## src/rtl/core/spi_adc_sequencer_device_core_macros.svh

```systemverilog
// ----------------------------------------------------------------------------
// assertion macros for the spi adc sequencer device core
// ----------------------------------------------------------------------------
`ifndef SPI_ADC_SEQUENCER_DEVICE_CORE_MACROS_SVH
`define SPI_ADC_SEQUENCER_DEVICE_CORE_MACROS_SVH

// same-cycle implication, checked outside reset
`define ADC_ASSERT_NOW(label, ante, cons, msg) \
  label: assert property (@(posedge clk) disable iff (rst) (ante) |-> (cons)) \
    else $error(msg);

// next-cycle implication, checked outside reset
`define ADC_ASSERT_NEXT(label, ante, cons, msg) \
  label: assert property (@(posedge clk) disable iff (rst) (ante) |=> (cons)) \
    else $error(msg);

`endif

```

## src/rtl/core/spiadc_seq_pkg.sv

```systemverilog
// ----------------------------------------------------------------------------
// spiadc_seq_pkg
// types and constants of the spi adc sequencer device core
// ----------------------------------------------------------------------------
package spiadc_seq_pkg;

  localparam int CHANNEL_COUNT = 8;
  localparam int SAMPLE_BITS   = 12;

  localparam logic [3:0]  ADDR_NOP      = 4'h0;
  localparam logic [3:0]  ADDR_SEQ      = 4'h2;
  localparam logic [3:0]  ADDR_READBACK = 4'h7;
  localparam logic [3:0]  ADDR_RESET    = 4'hF;
  localparam logic [10:0] RESET_KEY     = 11'h5AC;
  localparam int          RB_ENABLE_BIT = 6;
  localparam int          REPEAT_BIT    = 9;

  typedef struct packed {
    logic [15:0] mosi_frame;
    logic [11:0] sample_ch0;
    logic [11:0] sample_ch1;
    logic [11:0] sample_ch2;
    logic [11:0] sample_ch3;
    logic [11:0] sample_ch4;
    logic [11:0] sample_ch5;
    logic [11:0] sample_ch6;
    logic [11:0] sample_ch7;
  } host_item_t;

  typedef struct packed {
    logic [15:0] miso_frame;
    logic        result_valid;
    logic [2:0]  result_channel;
    logic        readback_valid;
  } dev_item_t;

endpackage

```

## src/rtl/core/spi_adc_sequencer_device_core.sv

```systemverilog
// ----------------------------------------------------------------------------
// spi_adc_sequencer_device_core
// device side of a 16-bit spi adc control interface with a channel sequencer
// ----------------------------------------------------------------------------
// usage
//   host channel (host_valid/host_ready/host_item): one item per spi frame,
//   the host frame plus the current sample of every channel
//   device channel (dev_valid/dev_ready/dev_item): one item per accepted
//   frame, a conversion, readback data or an idle zero frame
//   output: the device item appears in the cycle after its frame is taken
//   throughput: one frame per cycle while not stalled; the only storage
//   between the channels is the output register, and host_ready is high
//   whenever it is empty or being drained in the same cycle
//   stall: while dev_valid is high and dev_ready low the output holds and
//   host_ready is low, so no frame is lost
//   reset: rst clears the register file, sequencer and readback state and
//   empties the output register; a control write of the reset key to the
//   reset address clears the same device state
// ----------------------------------------------------------------------------
`include "spi_adc_sequencer_device_core_macros.svh"

module spi_adc_sequencer_device_core
  import spiadc_seq_pkg::*;
(
  input  logic       clk,
  input  logic       rst,
  input  logic       host_valid,
  output logic       host_ready,
  input  host_item_t host_item,
  output logic       dev_valid,
  input  logic       dev_ready,
  output dev_item_t  dev_item
);

  localparam logic [7:0]  CH_MASK     = 8'((1 << CHANNEL_COUNT) - 1);
  localparam logic [11:0] SAMPLE_MASK = 12'((1 << SAMPLE_BITS) - 1);

  // lowest set bit, 8 when none
  function automatic logic [3:0] lowest_set(input logic [7:0] m);
    logic [3:0] res;
    res = 4'd8;
    for (int i = 7; i >= 0; i--) begin
      if (m[i]) res = 4'(i);
    end
    return res;
  endfunction

  // device state
  logic [10:0] regfile [16];
  logic [7:0]  seq_mask;
  logic        seq_repeat;
  logic        seq_active;
  logic        seq_warmup;
  logic [2:0]  seq_position;
  logic        rb_pending;
  logic [3:0]  rb_addr;

  logic [7:0]  seq_mask_next;
  logic        seq_repeat_next;
  logic        seq_active_next;
  logic        seq_warmup_next;
  logic [2:0]  seq_position_next;
  logic        rb_pending_next;
  logic [3:0]  rb_addr_next;
  dev_item_t   dev_item_next;

  logic        accept;
  logic [11:0] samples [8];

  // frame decode
  logic        is_ctrl;
  logic [3:0]  frame_addr;
  logic [10:0] frame_data;
  logic        key_reset;
  logic        rf_write;

  // sequencer pick
  logic [7:0]  above_pos;
  logic [3:0]  pick_above;
  logic [3:0]  pick_any;
  logic [3:0]  pick;
  logic [2:0]  chan;
  logic [3:0]  chan_plus;
  logic [7:0]  above_chan;
  logic        more_after;

  assign host_ready = !dev_valid || dev_ready;
  assign accept     = host_valid && host_ready;

  assign samples[0] = host_item.sample_ch0;
  assign samples[1] = host_item.sample_ch1;
  assign samples[2] = host_item.sample_ch2;
  assign samples[3] = host_item.sample_ch3;
  assign samples[4] = host_item.sample_ch4;
  assign samples[5] = host_item.sample_ch5;
  assign samples[6] = host_item.sample_ch6;
  assign samples[7] = host_item.sample_ch7;

  assign is_ctrl    = !host_item.mosi_frame[15];
  assign frame_addr = host_item.mosi_frame[14:11];
  assign frame_data = host_item.mosi_frame[10:0];
  assign key_reset  = is_ctrl && (frame_addr == ADDR_RESET) && (frame_data == RESET_KEY);
  assign rf_write   = is_ctrl && (frame_addr != ADDR_RESET) && (frame_addr != ADDR_NOP);

  // next enabled channel at or above the current position, wrapping to the lowest
  assign above_pos  = seq_mask & (8'hFF << seq_position);
  assign pick_above = lowest_set(above_pos);
  assign pick_any   = lowest_set(seq_mask);
  assign pick       = pick_above[3] ? pick_any : pick_above;
  assign chan       = pick[2:0];
  assign chan_plus  = {1'b0, chan} + 4'd1;
  assign above_chan = seq_mask & (8'hFF << chan_plus);
  assign more_after = |above_chan;

  always_comb begin
    seq_mask_next     = seq_mask;
    seq_repeat_next   = seq_repeat;
    seq_active_next   = seq_active;
    seq_warmup_next   = seq_warmup;
    seq_position_next = seq_position;
    rb_pending_next   = rb_pending;
    rb_addr_next      = rb_addr;
    dev_item_next     = '0;

    // device frame from the state as it stood before this frame
    if (rb_pending) begin
      dev_item_next.miso_frame     = {5'b0, regfile[rb_addr]};
      dev_item_next.readback_valid = 1'b1;
      rb_pending_next              = 1'b0;
    end else if (seq_active && seq_warmup) begin
      seq_warmup_next = 1'b0;
    end else if (seq_active) begin
      if (pick[3]) begin
        seq_active_next = 1'b0;
      end else begin
        dev_item_next.miso_frame     = {1'b0, chan, samples[chan] & SAMPLE_MASK};
        dev_item_next.result_valid   = 1'b1;
        dev_item_next.result_channel = chan;
        if (more_after) begin
          seq_position_next = chan_plus[2:0];
        end else if (seq_repeat) begin
          seq_position_next = '0;
        end else begin
          seq_active_next   = 1'b0;
          seq_position_next = '0;
        end
      end
    end

    // host frame decode
    if (key_reset) begin
      seq_mask_next     = '0;
      seq_repeat_next   = 1'b0;
      seq_active_next   = 1'b0;
      seq_warmup_next   = 1'b0;
      seq_position_next = '0;
      rb_pending_next   = 1'b0;
      rb_addr_next      = '0;
    end else if (rf_write) begin
      if (frame_addr == ADDR_SEQ) begin
        seq_mask_next     = frame_data[7:0] & CH_MASK;
        seq_repeat_next   = frame_data[REPEAT_BIT];
        seq_position_next = '0;
        seq_active_next   = |(frame_data[7:0] & CH_MASK);
        seq_warmup_next   = |(frame_data[7:0] & CH_MASK);
      end else if (frame_addr == ADDR_READBACK && frame_data[RB_ENABLE_BIT]) begin
        rb_pending_next = 1'b1;
        rb_addr_next    = frame_data[5:2];
      end
    end
  end

  // control state and output register
  always_ff @(posedge clk) begin
    if (rst) begin
      seq_mask     <= '0;
      seq_repeat   <= 1'b0;
      seq_active   <= 1'b0;
      seq_warmup   <= 1'b0;
      seq_position <= '0;
      rb_pending   <= 1'b0;
      rb_addr      <= '0;
      dev_valid    <= 1'b0;
    end else begin
      if (accept) begin
        seq_mask     <= seq_mask_next;
        seq_repeat   <= seq_repeat_next;
        seq_active   <= seq_active_next;
        seq_warmup   <= seq_warmup_next;
        seq_position <= seq_position_next;
        rb_pending   <= rb_pending_next;
        rb_addr      <= rb_addr_next;
        dev_valid    <= 1'b1;
      end else if (dev_ready) begin
        dev_valid <= 1'b0;
      end
    end
  end

  // output payload, loaded only when a frame is taken
  always_ff @(posedge clk) begin
    if (accept) begin
      dev_item <= dev_item_next;
    end
  end

  // register file, cleared by reset or by the reset key
  always_ff @(posedge clk) begin
    if (rst || (accept && key_reset)) begin
      for (int i = 0; i < 16; i++) begin
        regfile[i] <= '0;
      end
    end else if (accept && rf_write) begin
      regfile[frame_addr] <= frame_data;
    end
  end

  // checks
  `ADC_ASSERT_NOW(a_kind_excl, dev_valid,
                  !(dev_item.result_valid && dev_item.readback_valid),
                  "conversion and readback in one item")
  `ADC_ASSERT_NOW(a_rb_low_bits, dev_valid && dev_item.readback_valid,
                  dev_item.miso_frame[15:11] == 5'b0, "readback data outside low bits")
  `ADC_ASSERT_NOW(a_warmup_active, seq_warmup, seq_active,
                  "warm-up without an active sequence")
  `ADC_ASSERT_NOW(a_active_mask, seq_active, seq_mask != 8'b0,
                  "sequence active with empty mask")
  `ADC_ASSERT_NEXT(a_rb_served, accept && rb_pending,
                   dev_valid && dev_item.readback_valid, "pending readback not served")

endmodule
```

## config.mk

```make
export PLATFORM = sky130hd
export DESIGN_NAME = spi_adc_sequencer_device_core
export DESIGN_NICKNAME = d
export VERILOG_FILES = /design/src/rtl/core/spiadc_seq_pkg.sv /design/src/rtl/core/spi_adc_sequencer_device_core.sv
export VERILOG_INCLUDE_DIRS = /design/src /design/src/rtl/core
export SDC_FILE = /design/constraint.sdc
export NUM_CORES = 1
export LEC_CHECK = 0
export ABC_AREA = 1
export BUFFER_PORTS_ARGS = -buffer_cell sky130_fd_sc_hd__buf_2
export CAP_MARGIN = 20
export CORE_MARGIN = 3
export CORE_UTILIZATION = 52
export CTS_CLUSTER_SIZE = 8
export DETAILED_ROUTE_END_ITERATION = 8
export GPL_ROUTABILITY_DRIVEN = 0
export MAX_ROUTING_LAYER = met4
export PLACE_DENSITY = 0.87
export SYNTH_ARGS = -nofsm -noshare
export SYNTH_HDL_FRONTEND = slang
export SYNTH_SLANG_ARGS = --single-unit
```

## constraint.sdc

```tcl
create_clock -name clk -period 2.75 [get_ports clk]
set_input_delay 0.55 -clock clk [delete_from_list [all_inputs] [get_ports clk]]
set_output_delay 0.55 -clock clk [all_outputs]
set_load 0.02 [all_outputs]
```

Yosys cells after proc, flatten, opt, wreduce, memory -nomap -nowiden:

Memory sizes are Yosys's and may differ from the RTL's. A register that Yosys moved wholly into a read port is not among the register bits.
Cells that the tools add are included.

* equal/unequal tests: 6
* add/sub/neg operators: 1
* $lt $le $gt $ge: 1
* mux-type cells: 73
* bitwise gates (word level): 4
* shift-type cells: 2
* reduce and logical (&&, ||, !) cells: 25

Operators by type and width (count)
* 4-bit two-way mux: 24
* 15-bit two-way mux: 3
* 12-bit binary-select mux with 3-bit select: 1
* 1-bit two-way mux: 30
* 12-bit two-way mux: 2
* 3-bit two-way mux: 8
* 8-bit two-way mux: 3
* 11-bit two-way mux: 2
* 8-bit bitwise AND: 2
* 8-bit OR reduction: 2
* 11-bit equality test (second input constant): 1
* 11-bit OR reduction: 1
* 1-bit logical AND: 9
* 2-bit nonzero test: 4
* 8-bit by 3-bit << shifter with 8-bit output (first input constant): 1
* 8-bit by 4-bit << shifter with 8-bit output (first input constant): 1
* 3-bit by 1-bit adder with 4-bit output (second input constant): 1
* 4-bit by 2-bit equality test with 1-bit output (second input constant): 1
* 4-bit by 3-bit equality test with 1-bit output (second input constant): 1
* 4-bit equality test (second input constant): 1
* 4-bit greater-or-equal comparator (second input constant): 1
* 4-bit != test (second input constant): 1
* 3-bit NOT with 4-bit output: 1
* 4-bit AND reduction: 1
* 8 further kinds: 10

* word-level logic and storage cells: 127
* register bits after elaboration: 41
* memories kept: 1
* RAM bits: 176
* input port bits: 116
* output and inout bits: 23

Memories
* regfile: depth 16, bits a word 11, read ports 1, clocked after Yosys merged registers in 1, wr ports 16, RTL line spi_adc_sequencer_device_core.sv:49 `logic [10:0] regfile [16];`

Longest topological paths before layout:

Gate-level depths: netlist of the first run.

* word-level depth: 23
* gate-level depth with buffers: 24

Worst setup path after synthesis of the first run:

OpenSTA, ideal clock, no wires.

* path type: input to register
* from: in dev_ready
* to: mem regfile[1][0] (enable)
* slack: -0.022 ns
* required time: 2.405 ns
* stages: 12
* buffers on the path: 1
* arrival time: 2.428 ns
* cells stage by stage: inv_1 -> nand2_1 -> nand2_2 -> inv_2 -> nand4_2 -> nand2_2 -> inv_2 -> nand3_2 -> nor3_2 -> nand2_1 -> buf_4 -> nand2_1

RTL lines
* start: declaration: RTL line spi_adc_sequencer_device_core.sv:31 `input logic dev_ready,`
* end: declaration: RTL line spi_adc_sequencer_device_core.sv:49

Worst setup path after layout of the first run:

* from: reg seq_mask[5]
* to: reg seq_active

* cells in the longest elaborated chain, start to end: 20

Ends and longest elaborated chain
* start: declaration: RTL line spi_adc_sequencer_device_core.sv:50 `logic [7:0] seq_mask;`
* start signal: assignment: RTL line spi_adc_sequencer_device_core.sv:186 `seq_mask <= seq_mask_next;`
* 8-bit bitwise AND: RTL line spi_adc_sequencer_device_core.sv:106 `assign above_pos = seq_mask & (8'hFF << seq_position);`
* 4-bit two-way mux (6 in series): RTL line spi_adc_sequencer_device_core.sv:43 `if (m[i]) res = 4'(i);`
* 4-bit two-way mux: RTL line spi_adc_sequencer_device_core.sv:109 `assign pick = pick_above[3] ? pick_any : pick_above;`
* 3-bit by 1-bit adder with 4-bit output: RTL line spi_adc_sequencer_device_core.sv:111 `assign chan_plus = {1'b0, chan} + 4'd1;`
* 8-bit by 4-bit << shifter with 8-bit output: RTL line spi_adc_sequencer_device_core.sv:112 `assign above_chan = seq_mask & (8'hFF << chan_plus);`
* 8-bit bitwise AND: RTL line spi_adc_sequencer_device_core.sv:112
* 8-bit OR reduction: RTL line spi_adc_sequencer_device_core.sv:113 `assign more_after = |above_chan;`
* 1-bit two-way mux: RTL line spi_adc_sequencer_device_core.sv:139 `if (more_after) begin`
* 1-bit two-way mux *: RTL line spi_adc_sequencer_device_core.sv:133 `if (pick[3]) begin`
* 1-bit two-way mux *: RTL line spi_adc_sequencer_device_core.sv:132 `end else if (seq_active) begin`
* 1-bit two-way mux *: RTL line spi_adc_sequencer_device_core.sv:130 `end else if (seq_active && seq_warmup) begin`
* 1-bit two-way mux *: RTL line spi_adc_sequencer_device_core.sv:126 `if (rb_pending) begin`
* 1-bit two-way mux: RTL line spi_adc_sequencer_device_core.sv:160 `if (frame_addr == ADDR_SEQ) begin`
* 1-bit two-way mux *: RTL line spi_adc_sequencer_device_core.sv:159 `end else if (rf_write) begin`
* 1-bit two-way mux *: RTL line spi_adc_sequencer_device_core.sv:151 `if (key_reset) begin`
* end signal: assignment: RTL line spi_adc_sequencer_device_core.sv:188 `seq_active <= seq_active_next;`
* end: declaration: RTL line spi_adc_sequencer_device_core.sv:52 `logic seq_active;`

Every way passes the cells marked *; elsewhere a longest branch is shown, timed or not.
A chain may end at the register's enable or synchronous reset.

==> flow_summary_export.csv, run 1 <==
group,metric,value,unit
status,status,"finished clean",
clock_network,clk_path_buf_depth,3,
synthesis,synth_area,10400,um2
clock_network,cts_buffers,31,
final_layout,diodes,0,
sta,fin_crit_sh,89.7,%
clock_network,clock_latency,0.55,ns
clock_network,clk_pin_slew,0.05,ns
run,maxCapViolCount,0,
floorplan,ios,139,
clock_network,cts-root-buf,"clkbuf_16",
clock_network,tritoncts,"built",
floorplan,dieArea,21800,um2
sta,rsz0062_at_grt,"no",
power_and_ir_drop,p_per_area,624,nW/um2
global_routing,grt_pass1_vias,8902,
route,routed_wirelength,29500,um
global_routing,grt.overflow.total,0,
sta,setup_viol,0,
global_routing,grt_max_degree,89,
final_layout,fillCellCount,1472,
global_routing,antenna_found_initial,0,
critical_path,worstPathArrival,2.90,ns
synthesis,synth_top_area_share,55.5,%
sta,final.setup.tns,0,ns
route,drc,0,
route,drt_iter0_drc,1273,
synthesis,yosys-top-cells-count,"nor2_1, nand2_1, edfxtp_1",
synthesis,synth_most_common_cell,"nor2_1",
floorplan,start_util,53.3,%
synthesis,ys_async_sr_fraction,0,%
final_layout,area_delta_synth_final,17.9,%
final_layout,seq_area,6280,um2
min_path,hold_path_class,"input port to flip-flop",
synthesis,yosys_register_bits,217,
synthesis,yosys_warnings,0,
clock_network,cts.sinks,217,
floorplan,die_w,148,um
synthesis,syn_inst,1131,
synthesis,synth_flop_cell,"edfxtp_1",
synthesis,ys_types,33,
synthesis,yosysTopAreaCell,"edfxtp_1",
route,first_pass_iters,6,
synthesis,synth_edf_count,193,
final_layout,multi_input_area,3690,um2
final_layout,fin_nets,1396,
final_layout,fin_util,62.9,%
synthesis,syn_avg_cell_area,9.24,um2
route,via_per_inst,5.89,
final_layout,drive_above_1_share,17.3,%
sta,fin_skew,0.0186,ns
critical_path,worstSetupPathType,"flip-flop to flip-flop",
place,place_hpwl,18900,um
power_and_ir_drop,ir_drop,0.573,mV
route,drtAntennaViolNets,0,
floorplan,rows,51,
place,io_buffers,137,
critical_path,critPathMaxFanout,4,
critical_path,critPathLaunchType,"flip-flop",
sta,fmax,405,MHz
sta,layout_min_cycle_time,2.47,ns
clock_network,cts_max_level,1,
synthesis,synthTopCellsByArea,"edfxtp_1, nor2_1, nand2_1",
critical_path,crit_required,3.18,ns
sta,max_slew_margin,30.7,%
floorplan,dieHeight,148,um
global_routing,grtUsageTotal,27.0,%
floorplan,coreArea,19600,um2
critical_path,end_kind,"flip-flop",
power_and_ir_drop,p_total,7.68,mW
route,wl_per_cell,18.8,um
sta,hold_viol,0,
power_and_ir_drop,p_leak,5.16,nW
global_routing,grt_pass1_wl,45600,um
clock_network,postCtsHoldBufs,0,
synthesis,ys_seq_area_share,60.1,%
sta,tightest_slew,1.04,ns
sta,slew_viol_final,0,
route,vias,9227,
-- metal layers --
metal  vias to the layer above  GRT usage, %  wire length [um]
met1                      4331          34.3             10800
met2                       599          42.9             14200
met5                         -             -                 0
li1                       4182             -                 -
met3                       115          3.99              3000
met4                         0          13.1              1450
-- state kept, by name, indices dropped and copies added, names as in the netlist, named ones only --
| name | count |
|---|---|
| dev_valid | 1 |
| seq_repeat | 1 |
| rb_pending | 1 |
| seq_mask | 8 |
| regfile | 176 |
| rb_addr | 4 |
| seq_active | 1 |
| dev_item | 17 |
| seq_position | 3 |
| seq_warmup | 1 |
-- critical path: stages, from the launching register on --
cell and delay, ns:
dfxtp_1 0.39, inv_1 0.08, a21oi_1 0.17, inv_1 0.07, nand2_1 0.09, nor2_1 0.04, o21bai_1 0.16, nand2_1 0.13
ha_1 0.34, nor2_1 0.06, a211oi_1 0.25, nand3_1 0.11, nand2_1 0.08, inv_1 0.04, nand2_1 0.09, nand2_1 0.06
nand2_1 0.05, nand2_1 0.04, nand2_1 0.05, a21oi_1 0.06
-- where the power goes --
part / internal (mW) / switching [mW]
combinational: 0.154 / 0.343
clock: 2.10 / 1.35
sequential: 3.69 / 0.0346
total: 5.95 / 1.73
-- per-stage QoR --
step | hold WS, ns | instance area (um2) | setup WS, ns | instances
after floorplan | 0.439 | 10500 | 0.0430 | 1153
final | 0.311 | 12300 | 0.282 | 1567
after global placement | 0.445 | 11400 | 0.208 | 1509
after CTS | 0.297 | 12300 | 0.254 | 1567
after global routing | 0.307 | 12300 | 0.0171 | 1567
after detailed placement | 0.456 | 11400 | 0.105 | 1509
-- layout by cell type, fill, tap and decap left out, drive strengths merged --
cell type and instances:
a31o 1, o21bai 1, ha 3, nor3 4
nand2 203, a211oi 3, conb 23, nand3 101
nor2 271, dfxtp 24, clkinv 2, clkbuf 56
o2111ai 1, edfxtp 193, buf 172, o21ai 101
nand4 2, inv 48, o22ai 24, o211ai 15
o221ai 30, nor4 3, a21oi 21
-- path summary, 6_finish.rpt --
kind | start | depth (start not counted) | endpoint | slack, ns
worst max-delay path | seq_mask[5] | 19 | seq_active | 0.28
worst min-delay path | host_item[98] | 3 | flip-flop | 0.31
worst max register to register | seq_mask[5] | 19 | seq_active | 0.28
worst min register to register | rb_addr[0] | 2 | flip-flop | 0.46
-- kinds of logic after synthesis --
| family | count (synthesis) | share of synthesized area [%] |
|---|---|---|
| other | 1 | 0.0359 |
| adders and majority gates | 3 | 0.359 |
| AOI/OAI and AO/OA | 197 | 11.3 |
| buffers and inverters | 129 | 5.41 |
| and+or+nand+nor | 584 | 22.8 |
| DFF | 217 | 60.1 |
-- cell type report --
| cell class | instances | share of cell area, % |
|---|---|---|
| timing repair buffer | 172 | 7.73 |
| multi-input combinational | 807 | 29.9 |
| clock inverter | 2 | 0.142 |
| sequential | 217 | 51.0 |
| inverter | 48 | 1.48 |
| tap | 265 | 2.69 |
| clock buffer | 56 | 7.06 |
-- repair_timing --
item / 4_1_cts / 5_1_grt
gates resized for setup: 0 / 4
setup endpoints to repair: 0 / 3
buffers inserted: 0 / 0
Power figures use the tool's default switching activity.
==> run 2: changes to the inputs <==
--- a/config.mk
+++ b/config.mk
@@ -12,3 +12,3 @@
 export CORE_MARGIN = 3
-export CORE_UTILIZATION = 52
+export CORE_UTILIZATION = 40
 export CTS_CLUSTER_SIZE = 8
@@ -16,4 +16,5 @@
 export GPL_ROUTABILITY_DRIVEN = 0
+export HOLD_SLACK_MARGIN = 0.15
 export MAX_ROUTING_LAYER = met4
-export PLACE_DENSITY = 0.87
+export PLACE_DENSITY = 0.72
 export SYNTH_ARGS = -nofsm -noshare
==> constraint.sdc (replaced) <==
create_clock -name clk -period 2.75 [get_ports clk]
set_input_delay 0.6875 -clock clk [delete_from_list [all_inputs] [get_ports clk]]
set_output_delay 0.6875 -clock clk [all_outputs]
set_load 0.02 [all_outputs]
==> flow_summary_export.csv, run 2 (synthesized netlist as in run 1, its figures left out) <==
group,metric,value,unit
status,status,"finished clean",
place,place_hpwl,19200,um
place,io_buffers,137,
floorplan,dieHeight,168,um
route,drt_iter0_drc,965,
clock_network,cts-root-buf,"clkbuf_16",
critical_path,rr_startpoint,"seq_mask[5]",
sta,slew_viol_final,0,
final_layout,largest_reg_flops,176,
place,placed_area,11600,um2
critical_path,timing.rr.end,"seq_active",
route,via_per_inst,5.40,
run,maxCapViolCount,0,
global_routing,grt_max_degree,54,
global_routing,antenna_found_initial,0,
final_layout,drive_above_1_share,18.2,%
critical_path,cp-startpoint,"seq_mask[5]",
sta,rsz0062_at_grt,"no",
global_routing,grt_pass1_wl,44500,um
final_layout,top_register,"regfile",
power_and_ir_drop,ir_drop,0.527,mV
critical_path,end_kind,"flip-flop",
final_layout,multi_input_area,3700,um2
final_layout,seq_area,6280,um2
route,drtAntennaViolNets,0,
critical_path,worstPathArrival,2.91,ns
final_layout,stdcell_count,1640,
route,routed_wirelength,28400,um
final_layout,reg_top3,"regfile x176, dev_item x17, seq_mask x8",
final_layout,final_common_cell,"nor2_1",
floorplan,die_w,168,um
floorplan,coreArea,25400,um2
final_layout,final_cell_mix,"nor2_1, nand2_1, edfxtp_1, buf_2, nand3_1",
clock_network,cts_setup_buffers,0,
critical_path,critPathLaunchType,"flip-flop",
place,place_inst,1582,
route,wl_per_cell,17.3,um
critical_path,rrSetupSlack,0.24,ns
sta,fin_crit_sh,91.2,%
floorplan,dieArea,28100,um2
global_routing,grt.overflow.total,0,
sta,setup_viol,0,
clock_network,clock_latency,0.55,ns
critical_path,crit_required,3.16,ns
sta,fmax,399,MHz
floorplan,ios,139,
final_layout,fin_nets,1404,
sta,fin_skew,0.0238,ns
final_layout,area_delta_synth_final,19.7,%
sta,setup_ws,0.243,ns
final_layout,final_cell_area,12500,um2
sta,tightest_slew,0.814,ns
route,drc,0,
final_layout,fillCellCount,2341,
clock_network,cts.sinks,217,
global_routing,grt_pass1_vias,8385,
floorplan,start_util,41.1,%
sta,layout_min_cycle_time,2.51,ns
min_path,hold_path_class,"input port to flip-flop",
final_layout,diodes,0,
clock_network,cts_buffers,31,
floorplan,rows,58,
power_and_ir_drop,p_per_area,612,nW/um2
critical_path,r2r_cells,19,
sta,max_slew_margin,45.7,%
global_routing,grtUsageTotal,20.3,%
clock_network,cts_max_level,1,
clock_network,clk_pin_slew,0.05,ns
clock_network,clk_path_buf_depth,3,
clock_network,tritoncts,"built",
critical_path,worstSetupPathType,"flip-flop to flip-flop",
place,post-place-ws,0.114,ns
critical_path,crit_path_end,"seq_active",
sta,hold_slack,0.447,ns
critical_path,critPathMaxFanout,4,
route,vias,8856,
route,first_pass_iters,5,
sta,hold_viol,0,
power_and_ir_drop,p_leak,5.22,nW
-- run 2: cell count changes in the layout (fill, tap and decap cells not counted) --
| cell | delta |
|---|---|
| dfxtp_1 | -2 |
| o21ai_0 | -1 |
| nor2_4 | +1 |
| nand2_1 | -4 |
| o21ai_1 | +1 |
| nor2_2 | -1 |
| nand2_2 | +4 |
| buf_4 | +6 |
| dfxtp_2 | +2 |
| buf_12 | +2 |
-- run 2: worst min-delay path by stage --
stage                  start         to  slack, ns  cells after the start
2_1_floorplan     rb_addr[0]  flip-flop       0.44                      2
3_3_place_gp      rb_addr[0]  flip-flop       0.45                      2
3_5_place_dp      rb_addr[0]  flip-flop       0.45                      2
4_1_cts        host_item[98]  flip-flop       0.42                      3
5_1_grt        host_item[98]  flip-flop       0.43                      3
6_report       host_item[98]  flip-flop       0.45                      3
-- run 2: cell type report --
type | count | share of cell area [%]
Clock inverter | 2 | 0.140
Inverter | 48 | 1.46
Sequential cell | 217 | 50.2
Multi-Input combinational cell | 807 | 29.6
Timing Repair Buffer | 180 | 8.30
Tap cell | 330 | 3.30
Clock buffer | 56 | 6.95
-- run 2: repair_timing --
action / in CTS / in global routing
endpoints found under the hold margin: 0 / 0
setup endpoints to repair: 0 / 4
gates resized for setup: 0 / 8
hold buffers: 0 / 0
-- run 2: worst max-delay path, stage by stage (launching register included) --
cell,delay [ns]
dfxtp_2,0.35
inv_1,0.06
a21oi_1,0.16
inv_1,0.08
nand2_1,0.08
nor2_1,0.04
o21bai_1,0.17
nand2_1,0.14
ha_1,0.36
nor2_1,0.06
a211oi_1,0.22
nand3_1,0.10
nand2_1,0.08
inv_1,0.04
nand2_1,0.11
nand2_1,0.07
nand2_1,0.06
nand2_1,0.05
nand2_1,0.07
a21oi_1,0.06
-- run 2: metrics by stage --
step	util (%)	power (mW)	TNS (ns)
6_report	49.2	7.65	0
3_5_place_dp	45.7	4.27	0
3_3_place_gp	45.7	4.27	0
2_1_floorplan	-	4.05	-5.95
4_1_cts	49.2	7.68	0
5_1_grt	49.2	7.90	0
-- run 2: report_power, final --
part	internal, mW	leakage [nW]	switching (mW)
clock	2.10	0.420	1.33
combinational	0.161	2.56	0.331
sequential	3.69	2.24	0.0310
-- run 2: routing by layer --
metal,track usage [%],routed length [um],up-vias
li1,-,-,4202
met5,-,0,-
met4,7.72,1070,0
met1,26.1,11600,4213
met3,2.53,1890,71
met2,33.0,13800,370
